`src/sv/tcpq_pkg.sv`:
```
// Shared types and constants of the two-class priority queue.
package tcpq_pkg;

    localparam logic [1:0] OP_INSERT   = 2'd0;
    localparam logic [1:0] OP_SERVE    = 2'd1;
    localparam logic [1:0] OP_WITHDRAW = 2'd2;
    localparam logic [1:0] OP_QUERY    = 2'd3;

    localparam logic [7:0] THRESHOLD_RESET = 8'd60;
    localparam logic [8:0] AGE_ABSENT      = 9'h1FF;

    typedef struct packed {
        logic [31:0] id;
        logic [7:0]  age;
    } tcpq_entry_t;

    typedef struct packed {
        logic        success;
        logic [31:0] served_id;
        logic [8:0]  found_age;
        logic [4:0]  entry_count;
    } tcpq_result_t;

endpackage

```
`src/sv/tcpq_ram.sv`:
```
// Slot store: one write port, one registered read port.
module tcpq_ram #(
    parameter int DEPTH = 16,
    parameter int AW    = 4
) (
    input  logic                 clk,
    input  logic                 we,
    input  logic [AW-1:0]        waddr,
    input  tcpq_pkg::tcpq_entry_t wdata,
    input  logic [AW-1:0]        raddr,
    output tcpq_pkg::tcpq_entry_t rdata
);
    import tcpq_pkg::*;

    tcpq_entry_t mem [DEPTH];

    always_ff @(posedge clk)
    begin
        if (we)
        begin
            mem[waddr] <= wdata;
        end
        rdata <= mem[raddr];
    end

endmodule

```
`src/sv/tcpq_seq.sv`:
```
// Sequencer: id search, slot shifting and result build over the slot store.
module tcpq_seq #(
    parameter int DEPTH = 16,
    parameter int AW    = 4,
    parameter int CW    = 5
) (
    input  logic                   clk,
    input  logic                   rst_n,
    input  logic                   start,
    output logic                   idle,
    input  logic [1:0]             op,
    input  logic [31:0]            id,
    input  logic [8:0]             age,
    input  logic [7:0]             threshold,
    output logic                   mem_we,
    output logic [AW-1:0]          mem_waddr,
    output tcpq_pkg::tcpq_entry_t  mem_wdata,
    output logic [AW-1:0]          mem_raddr,
    input  tcpq_pkg::tcpq_entry_t  mem_rdata,
    output logic                   res_valid,
    input  logic                   res_ready,
    output tcpq_pkg::tcpq_result_t res
);
    import tcpq_pkg::*;

    typedef enum logic [5:0] {
        S_IDLE     = 6'b000001,
        S_SEARCH   = 6'b000010,
        S_SHIFT_DN = 6'b000100,
        S_SHIFT_UP = 6'b001000,
        S_PLACE    = 6'b010000,
        S_DONE     = 6'b100000
    } state_t;

    state_t state_reg, state_next;

    logic [CW-1:0] idx_reg, idx_next;
    logic [CW-1:0] pos_reg, pos_next;
    logic [CW-1:0] count_reg, count_next;
    logic [CW-1:0] pref_reg, pref_next;
    logic [AW-1:0] wa_reg, wa_next;
    logic          pend_reg, pend_next;
    logic          ok_reg, ok_next;
    logic [31:0]   sid_reg, sid_next;
    logic [8:0]    fage_reg, fage_next;

    logic [1:0]    op_reg;
    logic [31:0]   id_reg;
    logic [8:0]    age_reg;

    logic [CW-1:0] idx_inc, idx_dec, pos_inc;
    logic          match, preferred;
    logic [CW+4:0] count_wide;

    assign idx_inc    = idx_reg + 1'b1;
    assign idx_dec    = idx_reg - 1'b1;
    assign pos_inc    = pos_reg + 1'b1;
    assign match      = (op_reg == OP_SERVE) || (mem_rdata.id == id_reg);
    assign preferred  = age_reg[7:0] >= threshold;
    assign count_wide = {5'd0, count_reg};

    assign idle      = state_reg == S_IDLE;
    assign res_valid = state_reg == S_DONE;
    assign res       = '{success: ok_reg, served_id: sid_reg, found_age: fage_reg,
                         entry_count: count_wide[4:0]};

    always_comb
    begin
        state_next = state_reg;
        idx_next   = idx_reg;
        pos_next   = pos_reg;
        count_next = count_reg;
        pref_next  = pref_reg;
        wa_next    = wa_reg;
        pend_next  = pend_reg;
        ok_next    = ok_reg;
        sid_next   = sid_reg;
        fage_next  = fage_reg;
        mem_we     = 1'b0;
        mem_waddr  = wa_reg;
        mem_wdata  = mem_rdata;
        mem_raddr  = idx_reg[AW-1:0];

        unique case (state_reg)
            S_IDLE:
            begin
                if (start)
                begin
                    ok_next   = 1'b0;
                    sid_next  = '0;
                    fage_next = '0;
                    idx_next  = '0;
                    pend_next = 1'b0;
                    if (op == OP_INSERT && (age[8] || count_reg == CW'(DEPTH)))
                    begin
                        state_next = S_DONE;
                    end
                    else if (op == OP_SERVE && count_reg == '0)
                    begin
                        state_next = S_DONE;
                    end
                    else
                    begin
                        state_next = S_SEARCH;
                    end
                end
            end
            S_SEARCH:
            begin
                if (pend_reg && match)
                begin
                    pend_next = 1'b0;
                    case (op_reg) inside
                        OP_QUERY:
                        begin
                            ok_next    = 1'b1;
                            fage_next  = {1'b0, mem_rdata.age};
                            state_next = S_DONE;
                        end
                        OP_SERVE, OP_WITHDRAW:
                        begin
                            ok_next = 1'b1;
                            if (op_reg == OP_SERVE)
                            begin
                                sid_next = mem_rdata.id;
                            end
                            idx_next   = pos_inc;
                            state_next = S_SHIFT_DN;
                        end
                        default:
                        begin
                            state_next = S_DONE;
                        end
                    endcase
                end
                else if (idx_reg < count_reg)
                begin
                    pos_next  = idx_reg;
                    idx_next  = idx_inc;
                    pend_next = 1'b1;
                end
                else
                begin
                    pend_next = 1'b0;
                    case (op_reg)
                        OP_QUERY:
                        begin
                            fage_next  = AGE_ABSENT;
                            state_next = S_DONE;
                        end
                        OP_INSERT:
                        begin
                            if (preferred)
                            begin
                                pos_next   = pref_reg;
                                idx_next   = count_reg;
                                state_next = S_SHIFT_UP;
                            end
                            else
                            begin
                                pos_next   = count_reg;
                                state_next = S_PLACE;
                            end
                        end
                        default:
                        begin
                            state_next = S_DONE;
                        end
                    endcase
                end
            end
            S_SHIFT_DN:
            begin
                mem_we = pend_reg;
                if (idx_reg < count_reg)
                begin
                    wa_next   = idx_dec[AW-1:0];
                    idx_next  = idx_inc;
                    pend_next = 1'b1;
                end
                else
                begin
                    pend_next = 1'b0;
                    if (!pend_reg)
                    begin
                        count_next = count_reg - 1'b1;
                        if (pos_reg < pref_reg)
                        begin
                            pref_next = pref_reg - 1'b1;
                        end
                        state_next = S_DONE;
                    end
                end
            end
            S_SHIFT_UP:
            begin
                mem_we    = pend_reg;
                mem_raddr = idx_dec[AW-1:0];
                if (idx_reg > pos_reg)
                begin
                    wa_next   = idx_reg[AW-1:0];
                    idx_next  = idx_dec;
                    pend_next = 1'b1;
                end
                else
                begin
                    pend_next = 1'b0;
                    if (!pend_reg)
                    begin
                        state_next = S_PLACE;
                    end
                end
            end
            S_PLACE:
            begin
                mem_we     = 1'b1;
                mem_waddr  = pos_reg[AW-1:0];
                mem_wdata  = '{id: id_reg, age: age_reg[7:0]};
                count_next = count_reg + 1'b1;
                if (preferred)
                begin
                    pref_next = pref_reg + 1'b1;
                end
                ok_next    = 1'b1;
                state_next = S_DONE;
            end
            S_DONE:
            begin
                if (res_ready)
                begin
                    state_next = S_IDLE;
                end
            end
            default:
            begin
                state_next = S_IDLE;
            end
        endcase
    end

    always_ff @(posedge clk or negedge rst_n)
    begin
        if (!rst_n)
        begin
            state_reg <= S_IDLE;
            count_reg <= '0;
            pref_reg  <= '0;
            pend_reg  <= 1'b0;
        end
        else
        begin
            state_reg <= state_next;
            count_reg <= count_next;
            pref_reg  <= pref_next;
            pend_reg  <= pend_next;
        end
    end

    always_ff @(posedge clk)
    begin
        idx_reg  <= idx_next;
        pos_reg  <= pos_next;
        wa_reg   <= wa_next;
        ok_reg   <= ok_next;
        sid_reg  <= sid_next;
        fage_reg <= fage_next;
        if (start && idle)
        begin
            op_reg  <= op;
            id_reg  <= id;
            age_reg <= age;
        end
    end

endmodule

```
`src/sv/two_class_priority_queue.sv`:
```
// Two-class priority queue: a bounded ordered store with unique ids.
//
// Request channel: in_valid/in_ready carry operation, person_id and person_age.
// Result channel: out_valid/out_ready carry success, served_id, found_age and
// entry_count; every request yields exactly one result word, in order.
// Configuration: cfg_wr_en writes cfg_wr_data into the age threshold at once.
//
// One request is in flight at a time; in_ready is high only while idle.
// The single read port of the slot store walks one slot per cycle: an id
// search reads the stored slots in turn, and a removal or a preferential
// insert then moves the trailing slots at one slot per cycle. A rejected
// insert (age bit 8 set or queue full) and a serve on an empty queue skip
// the search and go straight to the result; the next request is taken only
// after the sequencer has handed its result on and gone back to idle.
// A finished result sits in an output register; the next request is taken
// while it waits. If the receiver stalls, the following result waits in the
// sequencer and no further request is accepted until it moves on.
// Reset empties the queue (both class counts to zero) and sets the threshold
// to 60; slot contents need no clearing.
module two_class_priority_queue #(
    parameter int QUEUE_DEPTH = 16
) (
    input  logic        clk,
    input  logic        rst_n,
    input  logic        in_valid,
    output logic        in_ready,
    input  logic [1:0]  operation,
    input  logic [31:0] person_id,
    input  logic [8:0]  person_age,
    output logic        out_valid,
    input  logic        out_ready,
    output logic        success,
    output logic [31:0] served_id,
    output logic [8:0]  found_age,
    output logic [4:0]  entry_count,
    input  logic        cfg_wr_en,
    input  logic [7:0]  cfg_wr_data
);
    import tcpq_pkg::*;

    localparam int AW = $clog2(QUEUE_DEPTH);
    localparam int CW = $clog2(QUEUE_DEPTH + 1);

    logic [7:0]   threshold_reg;
    logic         out_valid_reg;
    tcpq_result_t out_reg;

    logic          seq_idle;
    logic          mem_we;
    logic [AW-1:0] mem_waddr;
    logic [AW-1:0] mem_raddr;
    tcpq_entry_t   mem_wdata;
    tcpq_entry_t   mem_rdata;
    logic          res_valid;
    logic          res_ready;
    tcpq_result_t  res;

    assign in_ready  = seq_idle;
    assign res_ready = !out_valid_reg || out_ready;

    tcpq_ram #(
        .DEPTH (QUEUE_DEPTH),
        .AW    (AW)
    ) u_ram (
        .clk   (clk),
        .we    (mem_we),
        .waddr (mem_waddr),
        .wdata (mem_wdata),
        .raddr (mem_raddr),
        .rdata (mem_rdata)
    );

    tcpq_seq #(
        .DEPTH (QUEUE_DEPTH),
        .AW    (AW),
        .CW    (CW)
    ) u_seq (
        .clk       (clk),
        .rst_n     (rst_n),
        .start     (in_valid),
        .idle      (seq_idle),
        .op        (operation),
        .id        (person_id),
        .age       (person_age),
        .threshold (threshold_reg),
        .mem_we    (mem_we),
        .mem_waddr (mem_waddr),
        .mem_wdata (mem_wdata),
        .mem_raddr (mem_raddr),
        .mem_rdata (mem_rdata),
        .res_valid (res_valid),
        .res_ready (res_ready),
        .res       (res)
    );

    always_ff @(posedge clk or negedge rst_n)
    begin
        if (!rst_n)
        begin
            threshold_reg <= THRESHOLD_RESET;
            out_valid_reg <= 1'b0;
        end
        else
        begin
            if (cfg_wr_en)
            begin
                threshold_reg <= cfg_wr_data;
            end
            if (res_valid && res_ready)
            begin
                out_valid_reg <= 1'b1;
            end
            else if (out_ready)
            begin
                out_valid_reg <= 1'b0;
            end
        end
    end

    always_ff @(posedge clk)
    begin
        if (res_valid && res_ready)
        begin
            out_reg <= res;
        end
    end

    assign out_valid   = out_valid_reg;
    assign success     = out_reg.success;
    assign served_id   = out_reg.served_id;
    assign found_age   = out_reg.found_age;
    assign entry_count = out_reg.entry_count;

endmodule

```
`config.mk`:
```
export PLATFORM = sky130hd
export DESIGN_NAME = two_class_priority_queue
export DESIGN_NICKNAME = d
export VERILOG_FILES = /design/src/sv/tcpq_pkg.sv /design/src/sv/tcpq_ram.sv /design/src/sv/tcpq_seq.sv /design/src/sv/two_class_priority_queue.sv
export SDC_FILE = /design/constraint.sdc
export NUM_CORES = 1
export LEC_CHECK = 0
export CAP_MARGIN = 15
export CORE_AREA = 4 4 293 295
export CTS_BUF_LIST = sky130_fd_sc_hd__clkbuf_16
export DETAILED_ROUTE_END_ITERATION = 8
export DIE_AREA = 0 0 297 299
export DONT_BUFFER_PORTS = 1
export MAX_ROUTING_LAYER = met4
export SLEW_MARGIN = 15
export SYNTH_ARGS = -nofsm -noshare
export SYNTH_HDL_FRONTEND = slang
export SYNTH_SLANG_ARGS = --single-unit
```
`constraint.sdc`:
```
create_clock -name clk -period 4.66 [get_ports clk]
set_clock_uncertainty 0.2 [all_clocks]
set_input_delay 0.233 -clock clk [delete_from_list [all_inputs] [get_ports clk]]
set_output_delay 0.233 -clock clk [all_outputs]
set_load 0.03 [all_outputs]
```
==> results of run 1 <==
-- worst reg2reg max path, cell delays in order, from the launching register on --
cell and delay [ns]:
sky130_fd_sc_hd__edfxtp_1 0.40, sky130_fd_sc_hd__xor2_1 0.25, sky130_fd_sc_hd__nor4_1 0.68, sky130_fd_sc_hd__nand4_1 0.19, sky130_fd_sc_hd__nor2_1 0.52, sky130_fd_sc_hd__o21a_1 0.38, sky130_fd_sc_hd__mux2_2 0.37, sky130_fd_sc_hd__a221oi_1 0.67
-- layout make-up --
class	instances	area [um2]
timing repair buffer	116	1350
sequential	851	25000
inverter	38	143
fill	6933	44700
clock inverter	77	599
multi-input combinational	795	7700
antenna	8	20.0
tap	1080	1350
clock buffer	90	2250
-- metrics by stage --
stage | util (%) | instances | cell area [um2]
final | 46.2 | 3055 | 38400
after global routing | 46.2 | 3055 | 38400
after CTS | 46.2 | 3047 | 38400
after detailed placement | 42.0 | 2821 | 35000
after global placement | 42.0 | 2820 | 34900
after floorplan | - | 1765 | 33100
-- synthesized netlist by cell type (all sizes together) (9+ instances only) --
library cell and count:
inv 37, o21ai 36, a31oi 9, dfxtp 40
dfrtp 21, mux4 160, ha 34, nor4 12
a22oi 80, nor2 57, buf 45, a21oi 32
edfxtp 785, nand2 194, nor3 9, and2 32
xnor2 17, clkbuf 36, xor2 37
-- kinds of logic (layout without fill, tap and decap cells) --
kind of cell	count (synthesis)	after routing	synth area share, %
AO/OA/AOI/OAI	197	197	4.06
adder cells (fa/ha/maj)	36	36	1.41
multiplexers	171	171	11.2
buffers and inverters	119	321	1.65
flip-flops	851	851	75.7
other	0	8	0
XOR/XNOR	54	54	1.43
AND/OR/NAND/NOR	337	337	4.54
-- worst min path at each step --
stage / start / endpoint / slack, ns
after floorplan: rst_n / out_valid$_DFFE_PN0P_ / -0.26
after global placement: rst_n / threshold_reg[1]$_DFFE_PN0P_ / -0.26
final: person_id[13] / u_seq.id_reg[13]$_DFFE_PP_ / 0.03
after detailed placement: rst_n / threshold_reg[0]$_DFFE_PN0P_ / -0.26
after global routing: person_id[13] / u_seq.id_reg[13]$_DFFE_PP_ / 0.008
after CTS: person_id[13] / u_seq.id_reg[13]$_DFFE_PP_ / 0.006
-- layer usage --
metal	vias up	global-route usage [%]	share of wire, %
li1	7283	-	-
met1	8879	25.3	42
met4	0	4.98	2.4
met2	611	29.5	48
met3	132	4.21	7.5
met5	-	-	0
-- report_power, final --
part	total (W)	internal (W)	switching [W]	leakage [nW]
Clock	0.00686	0.00392	0.00294	1.45
Combinational	0.00523	0.00191	0.00333	3.56
Sequential	0.0104	0.00989	0.000510	7.79
Total	0.0225	0.0157	0.00677	12.8
-- layout by cell type, fill, tap and decap left out, drive strengths merged, types with 3 or more instances in the layout --
cell type    instances
dfstp                5
inv                 60
dlygate4sd3         57
edfxtp             785
bufinv               7
clkbuf              90
nor2b                3
a21o                 7
clkinvlp             5
nand3                8
xor2                37
o31ai                3
o21ai               36
clkinv              43
dfxtp               40
nor4                12
mux4               160
nand4                5
and2                32
o211ai               4
nand2              194
a22oi               80
a21oi               32
diode                8
nor2                57
ha                  34
mux2i                6
a32oi                3
dfrtp               21
a31oi                9
o21a                 5
nand3b               6
xnor2               17
nor3                 9
mux2                 5
nand2b               4
o22ai                4
buf                 59
==> summary by stage, run 1 <==
Worst setup path
Setup slack on the worst reg-to-reg path comes out at just over 0.6 ns. The critical path ends at u_seq.idx_reg[2]$_DFFE_PP_. The maximum single-stage delay on the critical path is 0.68 ns.

The largest delay contributor family on the critical path is simple AND/OR/NAND/NOR gates. Counting buffers and inverters, the worst setup path is 7 cells deep. Measured in cells, the most critical reg-to-reg path has a length of 7. STA puts the critical path data required time at approximately 4.7 ns. The type of element capturing the critical path is a register.

Together, buffers and inverters on the worst path number 0. Among all stages on the critical path, the largest delay is contributed by sky130_fd_sc_hd__nor4_1. The beginning of the critical path is u_seq.id_reg[8]$_DFFE_PP_. The startpoint of the lowest-slack register-to-register path is u_seq.id_reg[8]$_DFFE_PP_. Of all nets on the critical path, the largest fanout is 8. The kind of critical path is register to register. The worst endpoint data arrival time is 4.10 ns. The type of origin of the critical path is a register. The signal on the critical path passes through xor2_1 -> nor4_1 -> nand4_1 -> nor2_1 -> o21a_1 -> mux2_2 -> a221oi_1. The worst register-to-register path ends at u_seq.idx_reg[2]$_DFFE_PP_.

Timing
The maximum clock rate is approximately 250 MHz. The time the final worst path needs with I/O delays and setup is roughly 4.0 ns. The worst max-slew margin expressed relative to the limit is between 20 and 25%. Setup slack on the critical path of the routed design comes to between 0.6 and 0.7 ns. The tightest hold path in the finished design has a slack of about 0.035 ns. The final setup violation count is 0. Setup repair after global routing left no endpoint under its margin. The final number of max-transition violations is 0. The hold violation count in the final report is 0. In the final timing run, aggregate negative setup slack is 0 ns. The measured slew at the worst slew-check pin is around 1.1 ns. The final critical-path share of the clock period is between 80 and 90%.

Clock tree
The clock latency at the later pin of the worst-skew pair is about 0.64 ns. The number of cells upsized or downsized after cts is 0. Hold repair after CTS inserted 59 buffers.

The sink count of the clock tree is 851. The clock tree root buffer cell is sky130_fd_sc_hd__clkbuf_16. The number of buffers created by CTS is 90. After clock tree synthesis, the clock-pin slew on the worst setup and hold paths is around 0.060 ns. CTS built an H-tree with a depth of 3. The number of setup buffers added after CTS is 0. The TritonCTS clock tree is yes.

The longest clock path from root to sink contains 3 buffers.

Hold path
Along the worst hold path, the cell count comes to 1. The min-delay analysis places its worst path in the category input pin to register.

Logic synthesis
Summing the sequential cell areas from Yosys gives about 76% of the chip area. After synthesis, the largest area contributor takes up just over 70% of total cell area. The number of library cell types mapped by synthesis is 62.

The cell area that synthesis handed to floorplanning was 33,100 um2. The cell count after synthesis came out at between 1,500 and 2,000. The most used flip-flop cell after synthesis is sky130_fd_sc_hd__edfxtp_1. By area the synthesized netlist is led by sky130_fd_sc_hd__edfxtp_1 71%, sky130_fd_sc_hd__mux4_2 11%, sky130_fd_sc_hd__dfxtp_1 2.4%, sky130_fd_sc_hd__nand2_1 2.2%, sky130_fd_sc_hd__a22oi_1 1.8%. The largest area contributor in the netlist is sky130_fd_sc_hd__edfxtp_1. The synthesized flop and latch total is 851. The synthesized area divided by synthesized cell count is 18.7 um2. For this run, asynchronously set or reset flops after synthesis account for ~3%.

During synthesis, Yosys emitted a total of 0 warnings. The number of flops mapped to enable cells by yosys is 785. When the netlist entered floorplanning its net count stood at around 1,900.

GRT
The pin count of the biggest net entering global routing is between 70 and 80. The wire length of the first global-routing pass is 120 mm. The global router's overall resource usage is between 10% and 20%. The number of global-route vias before repair was 17,300. The overall overflow remaining after global route is 0. The number of antenna violations at the first check in global routing came to 9.

Final layout
The area growth from synthesis to layout is 16.2%. The share of post-route cells with drive strength above 1 is between 10% and 20%. Counting flops per register, the top entry is u_ram.mem. The final net count is about 2,000. The register with the most flip-flops in the layout has 640 of them. The largest registers in the layout are u_ram.mem (640), u_ram.rdata (40).

Placement
OpenSTA, run right after detailed placement, puts the worst setup slack at 0.661 ns. The estimated wirelength of the detail-placed design is ~48 mm. The final weighted congestion of routability-driven global placement is approximately 0.8. The count of port buffers added during placement is 0.

Floorplanning
Row generation in the floorplan step produced roughly 110 rows. The total area inside the core boundary comes to slightly above 80,000 um2. The initial utilization of the core area, before any placement, comes to 39.8%. The vertical die dimension is ~300 um. The area of the die is between 80,000 and 90,000 um2. The top-level port count is between 100 and 150.

Measured along the x axis, the die boundary spans approximately 300 um.

Drt
The average detailed-routed wire length per instance is 26.7 um. For this run, design rule violations remaining after detail routing come to 0. The first TritonRoute pass finished after 7 iterations. Wires add up to around 80 mm.

Once detail routing completed, the nets flagged for antenna violations numbered 0. The total via count in the routed design is ~17,000. After detailed routing, the number of vias per cell comes to 5.53. After the first detailed-routing iteration, the DRC count stood at around 2,000.

Pwr
IR analysis of the VDD net gives a maximum drop of about 0.00045 V. The analysis attributes to cell leakage a power of 12.8 nW. The power per cell area is 585 nW/um2. Overall power consumption after layout is estimated at between 0.02 and 0.025 W.

Flow run
The total of max-cap violations is 0.

Run status
The run finished with clean final reports.
Note: power is estimated with default switching activity, not from simulation.
==> run 2: changes to the inputs <==
--- a/config.mk
+++ b/config.mk
@@ -6,12 +6,13 @@
 export NUM_CORES = 1
 export LEC_CHECK = 0
 export CAP_MARGIN = 15
-export CORE_AREA = 4 4 293 295
+export CORE_AREA = 4 4 235 237
 export CTS_BUF_LIST = sky130_fd_sc_hd__clkbuf_16
 export DETAILED_ROUTE_END_ITERATION = 8
-export DIE_AREA = 0 0 297 299
+export DIE_AREA = 0 0 239 241
 export DONT_BUFFER_PORTS = 1
 export MAX_ROUTING_LAYER = met4
+export PLACE_DENSITY = 0.78
 export SLEW_MARGIN = 15
 export SYNTH_ARGS = -nofsm -noshare
 export SYNTH_HDL_FRONTEND = slang
==> run 2 against run 1 <==
Effect of this change:
- worst setup slack better by 0.20 ns
- via count up 2.8%
- count of clock-buffer cells in the layout down 7
- core utilization up 24 points
- non-clock buffer count down 5
- global-route usage up 8.6 points
- total power down 2.0%
- sequential power about the same
- critical path depth unchanged
- flip-flop and latch count unchanged
- wire length down 7.2%
- design area down 2.3%
- critical endpoint is now u_ram.mem[12][7]$_DFFE_PP_
- largest power group unchanged
- highest routed layer unchanged
==> summary by stage, run 2 (synthesized netlist as in run 1, its figures left out) <==
Worst setup path
STA classifies the critical path endpoint as a register. Traced cell by cell, the critical path runs through or4_1 -> nor3b_4 -> o21ai_2 -> o21ai_1 -> a21oi_1 -> nor2_4 -> buf_4. The worst setup slack for register-to-register paths is 0.82 ns (+0.20 ns). The capture instance of the worst register-to-register path is u_ram.mem[12][7]$_DFFE_PP_. The buffering stage count on the worst path with inverters included was 1 (+1). The top fanout value on the critical path came to 25 (+17). The worst setup path is of the register to register kind.

The maximum single-stage delay on the critical path is 0.82 ns (+0.14 ns). The largest delay contributor family on the critical path is simple AND/OR/NAND/NOR gates. The startpoint of the lowest-slack register-to-register path is u_seq.state_reg[1]$_DFFE_PN0P_.

The slowest library cell on the worst path is sky130_fd_sc_hd__nor2_4. The beginning of the critical path is u_seq.state_reg[1]$_DFFE_PN0P_. The depth of the most critical reg-to-reg path is 7 (unchanged). The worst endpoint data arrival time is 3.95 ns (-0.15 ns). STA classifies the critical path startpoint as a register. The required arrival time at the worst endpoint is 4.77 ns (+0.05 ns).

Timing
Setup repair after global routing left no endpoint under its margin. The final critical-path share of the clock period was 82.3% (-4.3 points). The measured slew at the worst slew-check pin is 1.01 ns (-0.126 ns). The total negative slack for setup checks is 0 ns (unchanged). The final hold slack is 0.0199 ns (-0.0149 ns).

The final setup violation count was 0 (unchanged). The hold violation count in the final report is 0 (unchanged). The worst max-slew margin expressed relative to the limit is 32.6% (+8.5 points). The maximum clock rate is 261 MHz (+5.2%).

The time the final worst path needs with I/O delays and setup was 3.84 ns (-0.201 ns). The final number of max-transition violations is 0 (unchanged).

Drt
The detailed router's first-iteration violation count is 2,116 (+8.1%). The routed wire length came to 75.6 mm (-7.2%). The total via count in the routed design came to 17,400 (+2.8%).

The number of optimization iterations in the first detailed-route pass is 5 (-2). The average vias per placed instance was 6.56 (+19%). The residual DRC count is 0 (unchanged).

The number of antenna-violating nets in the routed design is 0 (unchanged). The average detailed-routed wire length per instance is 28.5 um (+7.0%).

Pwr
The static leakage came to 12.6 nW (-1.3%). The fraction of power consumed by the clock network came to 29.1% (-1.4 points). The relative contribution of combinational cells to total power is 23.4% (about the same). The power per cell area is 587 nW/um2 (+0.29%). The relative contribution of sequential cells to total power is 47.4% (+1.2 points). The switching share of power came to 30.2% (+0.035 points). The cell-internal power is 0.0154 W (-2.1%).

The largest voltage drop on the vdd net is 0.000418 V (-7.6%). The reported net switching power came to 0.00665 W (-1.9%).

Hold path
The worst hold path begins at person_id[9]. The count of cells along the worst hold path is 1 (unchanged). The tightest min-delay check is of the input pin to register type. The path with the worst hold slack has its endpoint at u_seq.id_reg[9]$_DFFE_PP_.

Clock tree
The number of buffers created by CTS is 82 (-8.9%). The clock latency at the later pin of the worst-skew pair is 0.65 ns (about the same). The maximum level of the CTS H-tree came to 3 (unchanged). The cell sitting at the root of the clock tree is a sky130_fd_sc_hd__clkbuf_16. The sink count of the clock tree is 851 (unchanged). The hold buffer count at CTS is 61 (+3.4%). The number of setup buffers added after CTS is 0 (unchanged).

The maximum clock insertion buffer count is 3 (unchanged). The number of cells upsized or downsized after cts is 0 (unchanged). TritonCTS built the clock tree. The CTS clock-pin slew for the worst setup and hold paths is 0.06 ns (about the same).

Final layout
The share of post-route cells with drive strength above 1 was 19.0% (-0.89 points). In the layout the commonest cells are 785 x sky130_fd_sc_hd__edfxtp_1, 194 x sky130_fd_sc_hd__nand2_1, 160 x sky130_fd_sc_hd__mux4_2, 83 x sky130_fd_sc_hd__clkbuf_16, 80 x sky130_fd_sc_hd__a22oi_1. Leaving out fill and tap cells, the most frequent cell in the layout is sky130_fd_sc_hd__edfxtp_1. The largest registers in the layout are u_ram.mem (640), u_ram.rdata (40). The filler cell count is 3,080 (-56%). The area growth from synthesis to layout is 13.5%. The final net count is 1,971 (-0.66%). The register bank with the most flops is u_ram.mem. The footprint of the multi-input gates is 7700 um2 (unchanged).

The flip-flop count of the largest register after layout is 640 (unchanged). The area taken by flip-flops and latches is 25,000 um2 (unchanged).

Floorplanning
The core area is 53,300 um2 (-36%). The number of standard-cell rows in the floorplan came to 85 (-20%). The vertical die dimension is 241 um (-19%). The top-level port count is 105 (unchanged). The overall die width was 239 um (-20%). The initial standard-cell utilization of the core is 62.1% (+22 points). The area of the die came to 57,600 um2 (-35%).

GRT
The fraction of met2 tracks used by global routing was 43.4% (+14 points). The wire length of the first global-routing pass was 113 mm (-5.7%). The number of antenna violations at the first check in global routing is 2 (-7). The layer with the highest usage is met2.

The global router's overall resource usage is 27.5% (+8.6 points). The pin count of the biggest net entering global routing is 66 (-15%). The met3 global-route usage came to 4.25% (+0.037 points). The overall overflow remaining after global route came to 0 (unchanged). The number of global-route vias before repair is 17,600 (+1.8%). The met1 usage in global routing was 37.7% (+12 points).

Placement
The count of port buffers added during placement was 0 (unchanged). The final weighted congestion of routability-driven global placement is 0.880 (+6.7%). The estimated wirelength of the detail-placed design was 42.6 mm (-10%).

Flow run
The total of max-cap violations is 0 (unchanged).

Run status
The run finished with clean final reports.
-- run 2: worst max path at each step --
stage / end / slack [ns] / cells after the start
5_1_grt: u_ram.mem[12][38]$_DFFE_PP_ / 0.60 / 8
4_1_cts: u_ram.mem[12][38]$_DFFE_PP_ / 0.80 / 7
2_1_floorplan: u_seq.sid_reg[0]$_SDFFCE_PN0P_ / 0.42 / 3
3_5_place_dp: u_ram.mem[12][6]$_DFFE_PP_ / 0.84 / 7
3_3_place_gp: u_ram.mem[12][3]$_DFFE_PP_ / 0.94 / 7
6_report: u_ram.mem[12][7]$_DFFE_PP_ / 0.82 / 7
-- run 2: per-layer routing --
metal  wire [um]  vias up
met5           0        -
met4        2750        0
met3        6340      176
met2       37700     1007
met1       28800     8977
li1            -     7225
-- run 2: final cells by class --
class	instances	area share, %
Tap cell	696	2.32
Antenna cell	4	0.0267
Multi-Input combinational cell	795	20.5
Clock inverter	71	1.48
Timing Repair Buffer	111	3.11
Inverter	38	0.380
Sequential cell	851	66.7
Clock buffer	83	5.53
-- run 2: power groups by stage --
| stage | Sequential (W) | Combinational (W) | Clock, W |
|---|---|---|---|
| floorplan | 0.0104 | 0.00361 | 0 |
| global placement | 0.0106 | 0.00488 | 0 |
| detailed placement | 0.0106 | 0.00506 | 0 |
| CTS | 0.0104 | 0.00518 | 0.00649 |
| global route | 0.0105 | 0.00564 | 0.00684 |
| finish | 0.0104 | 0.00517 | 0.00642 |
-- run 2: metrics by stage --
| stage | instance area, um2 | power, W | std cells | setup slack, ns | utilization (%) |
|---|---|---|---|---|---|
| after floorplan | 33100 | 0.0140 | 1765 | 0.424 | - |
| after global placement | 34300 | 0.0154 | 2430 | 0.944 | 64.3 |
| after detailed placement | 34300 | 0.0156 | 2430 | 0.842 | 64.3 |
| after CTS | 37500 | 0.0221 | 2645 | 0.797 | 70.5 |
| after global routing | 37600 | 0.0230 | 2648 | 0.595 | 70.5 |
| final | 37600 | 0.0220 | 2649 | 0.823 | 70.5 |
